`config.mk`:
```
export PLATFORM = sky130hd
export DESIGN_NAME = wmf_ctrl
export DESIGN_NICKNAME = d
export VERILOG_FILES = /design/src/wmf_pkg.sv /design/src/wmf_ctrl.sv
export SDC_FILE = /design/constraint.sdc
export NUM_CORES = 1
export LEC_CHECK = 0
export ABC_AREA = 1
export BUFFER_PORTS_ARGS = -buffer_cell sky130_fd_sc_hd__clkbuf_2
export CAP_MARGIN = 0
export CORE_AREA = 2 2 39 41
export DETAILED_ROUTE_END_ITERATION = 16
export DIE_AREA = 0 0 41 43
export SLEW_MARGIN = 25
export SYNTH_ARGS = -nofsm -noshare
export SYNTH_HDL_FRONTEND = slang
export SYNTH_SLANG_ARGS = --single-unit
```
`constraint.sdc`:
```
create_clock -name clk -period 2.4 [get_ports clk]
set_input_delay 0.12 -clock clk [delete_from_list [all_inputs] [get_ports clk]]
set_output_delay 0.12 -clock clk [all_outputs]
set_load 0.01 [all_outputs]
```
`src/wmf_pkg.sv`:
```
// Shared types, register indexes and command/status structs of the window filter.
package wmf_pkg;

  localparam int MAX_WIDTH_DEF  = 1024;
  localparam int MAX_RADIUS_DEF = 7;

  localparam int CFG_IW = 3;
  localparam int CFG_DW = 16;

  localparam logic [CFG_IW-1:0] CFG_IMAGE_WIDTH  = 3'd0;
  localparam logic [CFG_IW-1:0] CFG_IMAGE_HEIGHT = 3'd1;
  localparam logic [CFG_IW-1:0] CFG_WINDOW_SIZE  = 3'd2;
  localparam logic [CFG_IW-1:0] CFG_FILTER_MODE  = 3'd3;
  localparam logic [CFG_IW-1:0] CFG_DISC_SHAPE   = 3'd4;

  localparam logic [1:0] MODE_MEAN = 2'd0;
  localparam logic [1:0] MODE_MAX  = 2'd1;
  localparam logic [1:0] MODE_MIN  = 2'd2;

  typedef struct packed {
    logic [7:0] red_in;
    logic [7:0] green_in;
    logic [7:0] blue_in;
    logic [7:0] alpha_in;
    logic       flush;
  } pix_in_t;

  typedef struct packed {
    logic [7:0] red_out;
    logic [7:0] green_out;
    logic [7:0] blue_out;
    logic [7:0] alpha_out;
    logic       frame_last;
  } pix_out_t;

  typedef struct packed {
    logic load;
    logic store;
    logic cen_rd;
    logic scan;
    logic div_init;
    logic div_step;
    logic emit;
  } wmf_cmd_t;

  typedef struct packed {
    logic no_result;
    logic scan_last;
    logic div_done;
    logic out_free;
  } wmf_stat_t;

endpackage

```
`src/wmf_ctrl.sv`:
```
// Controller state machine sequencing store, window scan, divide and emit.
module wmf_ctrl import wmf_pkg::*; (
  input  logic      clk,
  input  logic      rst_n,
  input  logic      in_valid,
  output logic      in_ready,
  input  wmf_stat_t stat,
  output wmf_cmd_t  cmd
);

  typedef enum logic [2:0] {
    ST_IDLE, ST_STORE, ST_CENTRE, ST_SCAN, ST_DRAIN, ST_DIVINIT, ST_DIVIDE, ST_EMIT
  } state_t;

  state_t state_r, state_nxt;

  // next state
  always_comb begin
    state_nxt = state_r;
    unique case (state_r)
      ST_IDLE:    if (in_valid) state_nxt = ST_STORE;
      ST_STORE:   state_nxt = stat.no_result ? ST_IDLE : ST_CENTRE;
      ST_CENTRE:  state_nxt = ST_SCAN;
      ST_SCAN:    if (stat.scan_last) state_nxt = ST_DRAIN;
      ST_DRAIN:   state_nxt = ST_DIVINIT;
      ST_DIVINIT: state_nxt = ST_DIVIDE;
      ST_DIVIDE:  if (stat.div_done) state_nxt = ST_EMIT;
      ST_EMIT:    if (stat.out_free) state_nxt = ST_IDLE;
      default:    state_nxt = ST_IDLE;
    endcase
  end

  // hold state
  always_ff @(posedge clk) begin
    if (!rst_n) begin
      state_r <= ST_IDLE;
    end else begin
      state_r <= state_nxt;
    end
  end

  // decode commands
  assign in_ready     = (state_r == ST_IDLE);
  assign cmd.load     = in_ready && in_valid;
  assign cmd.store    = (state_r == ST_STORE);
  assign cmd.cen_rd   = (state_r == ST_CENTRE);
  assign cmd.scan     = (state_r == ST_SCAN);
  assign cmd.div_init = (state_r == ST_DIVINIT);
  assign cmd.div_step = (state_r == ST_DIVIDE);
  assign cmd.emit     = (state_r == ST_EMIT) && stat.out_free;

endmodule

```
After elaboration in Yosys (flattened, before gate mapping)
Cells that the tools add are included.
- bits in registers: 3
- bits of input ports: 7
- output and inout bits: 8
- word-level logic and storage cells: 22
- equality and inequality tests: 11
- mux-type cells: 6
- reductions and logical operators: 4
- operators with widths (kind ; count):
    3-bit case mux with 8 select lines ; 1
    3-bit == test (second input constant) ; 4
    3-bit 2-to-1 mux ; 4
    2-bit != test (second input constant) ; 4
    3-bit by 2-bit == test with 1-bit output (second input constant) ; 2
    4-bit AND reduction ; 1
    3-bit by 1-bit == test with 1-bit output (second input constant) ; 1
    3-bit logical NOT ; 1
    1-bit logical AND ; 2
    2-bit 2-to-1 mux ; 1

Logic depth before layout (Yosys ltp)
Gate-level depths: netlist (run 1).
- depth after elaboration: 3
- mapped depth: 8
- mapped depth without buffers: 7

Worst setup path before layout (run 1)
OpenSTA, ideal clock, no wires.
- kind: flip-flop to flip-flop
- start point: register state_r[0]
- end point: register state_r[1]
- setup time: 0.119 ns
- arrival: 0.880 ns
- required time: 2.281 ns
- path slack: 1.401 ns
- stages on the path, launching flop included: 9
- path buffers: 1
- clock period less this slack: 0.999 ns
- cell sequence: dfxtp_1 > buf_6 > nand2_4 > nor2_4 > nand2_2 > nand2_2 > nor2_4 > nand2_1 > a21oi_1
- RTL lines (what ; line ; RTL):
    start, declared ; wmf_ctrl.sv:15 ; state_t state_r, state_nxt;
    start signal, assigned ; wmf_ctrl.sv:38 ; state_r <= state_nxt;

==> results of run 1 <==
==> worst register-to-register path, stage by stage, from the launching register on <==
cell	delay [ns]
dfxtp_1	0.58
nor2_2	0.09
nand3_2	0.08
nand2_2	0.07
nor2_4	0.13
nand2_1	0.06
a21oi_1	0.14
==> per-stage QoR <==
step                hold WS (ns)  setup WS, ns  power [uW]
floorplan                  0.244          1.40         121
global placement           0.359          1.23         133
detailed placement         0.372          1.20         134
CTS                        0.121          1.03         227
global route               0.135         0.957         241
finish                     0.122          1.02         223
==> power by group through the flow <==
stage               Combinational [uW]  Sequential, uW  Clock, uW
floorplan                         63.5            57.2          0
global placement                  65.0            67.7          0
detailed placement                65.4            68.7          0
CTS                               65.7            67.9       93.4
global route                      72.8            69.7       98.1
finish                            64.6            68.0       90.6
==> kinds of logic after synthesis <==
logic type	share of synthesized area (%)
simple gates	44.8
flops	19.2
buf+inv	24.0
compound gates	12.0
==> path summary, 6_finish.rpt <==
check	startpoint	endpoint
min	rst_n	state_r[2]
min reg2reg	state_r[0]	state_r[0]
max	state_r[2]	cmd[1]
max reg2reg	state_r[2]	state_r[0]
==> Yosys cell counts <==
master / instances
inv_1: 7
nand2_1: 6
nor2_1: 4
a21oi_1: 3
buf_6: 3
dfxtp_1: 3
nand2_2: 3
clkinv_1: 2
inv_2: 2
nand3_1: 2
nand4_1: 2
nor2_4: 2
o21ai_1: 2
nand2_4: 1
nand3_2: 1
nor2_2: 1
nor3_1: 1
nor4_1: 1
o211ai_2: 1
==> layout by cell type, fill, tap and decap left out, drive strengths merged <==
master | netlist | layout
clkbuf | 0 | 18
nand2 | 10 | 10
inv | 9 | 9
nor2 | 7 | 7
a21oi | 3 | 3
dfxtp | 3 | 3
nand3 | 3 | 3
clkinv | 2 | 2
nand4 | 2 | 2
o21ai | 2 | 2
nor3 | 1 | 1
nor4 | 1 | 1
o211ai | 1 | 1
==> layout make-up <==
| cell class | count | area, um^2 |
|---|---|---|
| Inverter | 11 | 41.3 |
| Timing Repair Buffer | 14 | 70.1 |
| Sequential cell | 3 | 60.1 |
| Clock buffer | 4 | 26.3 |
| Multi-Input combinational cell | 30 | 178 |
| Tap cell | 16 | 20.0 |
| Fill cell | 164 | 988 |
==> layer usage <==
metal	vias up	GRT usage, %	part of all wire, %
li1	177	-	-
met1	137	11.2	48
met2	12	11.6	44
met3	2	1.57	6.9
met4	0	6.00	1.7
met5	-	0	0
==> run_results.csv, run 1 <==
group,metric,value,unit
status,outcome,"complete, no violations",
worst_hold_path,whs_path_depth,3,
synth,synthCells,47,
routing,finalWirelength,662,um
clocking,clk_path_buf_depth,2,
place,portBuffers,14,
synth,ys_types,19,
floorplan,fp.dieArea,1760,um^2
clocking,cts_resized,0,
setup_path,crit_buf_inv,2,
clocking,cts_tree,"yes",
sta,fin_setup_tns,0,ns
synth,syn_avg_cell_area,6.66,um^2
floorplan,chipHeight,43,um
routing,ant_nets,0,
setup_path,crit_family,"flip-flops",
final_layout,layout.nets,70,
pwr,combinationalPowerShare,29.0,%
final_layout,largest_register,"state_r",
pwr,p_int,145,uW
routing,route.detailed.drc,0,
grt,grt_max_degree,11,
final_layout,finalNonFillerCells,78,
routing,drt_iter0_drc,8,
place,gp_routability_congestion,0.792,
clocking,root_buffer,"clkbuf_4",
floorplan,start_util,22.6,%
final_layout,largest_reg_flops,3,
pwr,power_density,565,nW/um^2
synth,yosysSeqAreaShare,19.2,%
place,dp_cells,74,
sta,maxSlewViolCount,0,
setup_path,critPathKind,"flop to primary output",
pwr,leakagePower,0.000225,uW
pwr,ir_worst_vdd,129,uV
synth,ys_ff_latch,3,
final_layout,reg_top3,"state_r: 3 flops",
clocking,h-tree-depth,1,
sta,slew_headroom,71.0,%
setup_path,crit_chain,"inv_1, nor2_1, clkbuf_2",
floorplan,coreArea,1380,um^2
pwr,clkPwrFrac,40.6,%
synth,synth_top_area_share,19.2,%
routing,via_per_inst,4.21,
clocking,cts_hold_buf,0,
clocking,clkSinkCount,3,
grt,grt.total_usage,8.42,%
setup_path,max_stage_delay,0.58,ns
pwr,p_switching,78.1,uW
grt,grt_overflow_total,0,
setup_path,cp.depth,3,
sta,tightestPinTransition,0.435,ns
sta,max_freq,724,MHz
setup_path,critPathLaunchType,"flop",
pwr,switching_share,35.0,%
synth,yosysWarningCount,0,
final_layout,fin_util,28.6,%
setup_path,worstSetupEndpointType,"primary output",
floorplan,rows,14,
final_layout,drive_gt1_share,45.2,%
final_layout,syn_to_final_growth,26.4,%
synth,synthTopCellsByArea,"dfxtp_1, buf_6, inv_1",
routing,firstDrtPassIters,3,
sta,fin_crit_sh,57.6,%
synth,syn_nets,54,
place,hpwlAfterDp,523,um
setup_path,cp_max_fo,10,
sta,fin_skew,0.000667,ns
worst_hold_path,min_path_type,"input port to flop",
final_layout,final_area,395,um^2
pwr,seq_power_share,30.5,%
clocking,path_clk_slew,0.04,ns
routing,post_drt_wl_per_cell,8.49,um
grt,first_global_vias,280,
sta,fin_crit,1.38,ns
clocking,cts_made_buffers,3,
synth,synth_area,313,um^2
setup_path,r2r_slack,1.18,ns
floorplan,die_w,41,um
synth,synth_top_cell_by_area,"dfxtp_1",
sta,setup_viol,0,
floorplan,ioPinCount,15,
grt,antenna_found_initial,0,
place,placed_cell_area,369,um^2
clocking,postCtsSetupBuffers,0,
setup_path,critPathRequiredTime,2.28,ns
sta,hold_viol_final,0,
setup_path,arrival,1.26,ns
routing,route.vias.total,328,
clocking,insertion_delay,0.23,ns
grt,grt_pass1_wl,1020,um
setup_path,worst_path_max_delay_cell,"dfxtp_1",
run,cap_viol_max_count,0,
sta,rsz0062_at_grt,"no",
setup_path,r2r_cells,6,
final_layout,antenna_cells,0,
No activity file was read; power rests on OpenSTA's default activity.
==> run 2, diff against run 1 <==
==> constraint.sdc (replaced) <==
create_clock -name clk -period 1.25 [get_ports clk]
set_input_delay 0.0625 -clock clk [delete_from_list [all_inputs] [get_ports clk]]
set_output_delay 0.0625 -clock clk [all_outputs]
set_load 0.01 [all_outputs]
==> run 2 against run 1 <==
Against the previous run: sequential cell count unchanged; die area stayed put; via count fell by 2.4%; design area is 1.6% higher.
==> run_results.csv, run 2 (synthesis gave the netlist of run 1 again) <==
group,metric,value,unit
final_layout,largest_register,"state_r",
grt,grtUsageMet1,11.2,%
setup_path,r2r_slack,0.21,ns
grt,grt_overflow_total,0,
final_layout,finalNonFillerCells,78,
grt,first_global_vias,315,
place,gp_routability_congestion,0.785,
clocking,path_clk_slew,0.03,ns
sta,hold_viol_final,0,
final_layout,final_area,402,um^2
setup_path,max_stage_delay,0.37,ns
sta,tightestPinTransition,0.249,ns
setup_path,arrival,1.08,ns
routing,drt_iter0_drc,4,
sta,max_freq,876,MHz
sta,fin_skew,0.00255,ns
worst_hold_path,min_path_type,"input port to flop",
grt,grt_util_met2,14.1,%
sta,fin_setup_tns,0,ns
clocking,h-tree-depth,1,
setup_path,crit_path_end,"cmd[6]",
place,hpwlAfterDp,538,um
place,portBuffers,14,
final_layout,fillerInstances,161,
final_layout,drive_gt1_share,50.0,%
place,placed_cell_area,369,um^2
routing,ant_nets,0,
sta,fin_crit,1.14,ns
clocking,cts_hold_buf,0,
final_layout,antenna_cells,0,
sta,slew_headroom,83.2,%
floorplan,start_util,22.6,%
final_layout,largest_reg_flops,3,
floorplan,ioPinCount,15,
setup_path,worst_path_max_delay_cell,"dfxtp_2",
floorplan,die_w,41,um
routing,via_per_inst,4.10,
floorplan,coreArea,1380,um^2
pwr,ir_worst_vdd,372,uV
grt,met3_usage,1.57,%
setup_path,cp_max_fo,10,
final_layout,syn_to_final_growth,28.4,%
grt,grt_pass1_wl,1130,um
final_layout,final_common_cell,"clkbuf_2",
floorplan,fp.dieArea,1760,um^2
floorplan,chipHeight,43,um
setup_path,critPathRequiredTime,1.19,ns
setup_path,r2r-start,"state_r[2]",
clocking,insertion_delay,0.23,ns
place,post-place-ws,0.0674,ns
sta,maxSlewViolCount,0,
status,outcome,"complete, no violations",
grt,top_usage_layer,"met2",
setup_path,setup.worst_path.start,"state_r[2]",
final_layout,mostFrequentLayoutCells,"clkbuf_2, inv_1, nand2_1",
setup_path,worstSetupEndpointType,"primary output",
routing,finalWirelength,630,um
final_layout,layout.nets,70,
place,dp_cells,74,
clocking,cts_made_buffers,3,
clocking,clk_path_buf_depth,2,
routing,route.vias.total,320,
sta,rsz0062_at_grt,"yes",
sta,fin_crit_sh,91.3,%
sta,layout_setup_ws,0.109,ns
setup_path,crit_chain,"nor4_1, clkbuf_2",
grt,antenna_found_initial,0,
pwr,leakagePower,0.000226,uW
final_layout,reg_top3,"state_r: 3 flops",
clocking,cts_tree,"yes",
final_layout,regArea,66.3,um^2
floorplan,rows,14,
setup_path,critPathLaunchType,"flop",
setup_path,r2r-end,"state_r[0]",
pwr,total_power,420,uW
pwr,power_density,1050,nW/um^2
sta,setup_viol,0,
grt,grt_max_degree,11,
final_layout,multi_input_area,178,um^2
setup_path,critPathKind,"flop to primary output",
grt,grt.total_usage,9.23,%
routing,firstDrtPassIters,4,
clocking,root_buffer,"clkbuf_4",
clocking,clkSinkCount,3,
routing,route.detailed.drc,0,
setup_path,r2r_cells,6,
routing,post_drt_wl_per_cell,8.08,um
clocking,postCtsSetupBuffers,0,
run,cap_viol_max_count,0,
run 2: where the power goes:
part | switching [uW] | leakage, uW | internal (uW) | total (uW)
Clock | 45.5 | 0.0000150 | 119 | 165
Combinational | 69.8 | 0.000185 | 53.8 | 124
Sequential | 24.5 | 0.0000261 | 107 | 132
run 2: per-stage QoR:
| stage | hold slack [ns] | utilization, % |
|---|---|---|
| after floorplan | 0.187 | - |
| after global placement | 0.300 | 26.7 |
| after detailed placement | 0.301 | 26.7 |
| after CTS | 0.0520 | 28.8 |
| after global routing | 0.0757 | 29.0 |
| final | 0.0561 | 29.0 |
run 2: cell type report:
cell class | instances | area share [%]
multi-input cells | 30 | 44.2
repair buffers | 14 | 17.4
flip-flops and latches | 3 | 16.5
inverters | 11 | 10.3
clock buffers | 4 | 6.54
well taps | 16 | 4.98
run 2: critical path, delay by kind of cell (launching register included):
kind                   cells  cell delay (ns)
and+or+nand+nor            1             0.29
DFF                        1             0.37
buffers and inverters      1             0.18
run 2: routing by layer:
layer | wire length, um | vias up | part of all wire [%]
met4 | 0 | 0 | 0
met2 | 286 | 10 | 45
met5 | 0 | - | 0
met1 | 308 | 133 | 49
met3 | 36 | 0 | 5.7
li1 | - | 177 | -
run 2: how the worst min path moves through the flow:
stage	to	from	cells after the start	slack [ns]
after global routing	state_r[1]	rst_n	3	0.08
after CTS	state_r[2]	rst_n	3	0.05
after detailed placement	state_r[2]	rst_n	3	0.30
final	state_r[2]	rst_n	3	0.06
after global placement	state_r[2]	rst_n	3	0.30
after floorplan	state_r[2]	rst_n	2	0.19
run 2: repair_timing:
action	CTS	global route
endpoints found under the setup margin	4	2
gates resized for setup	3	1
endpoints found under the hold margin	0	0
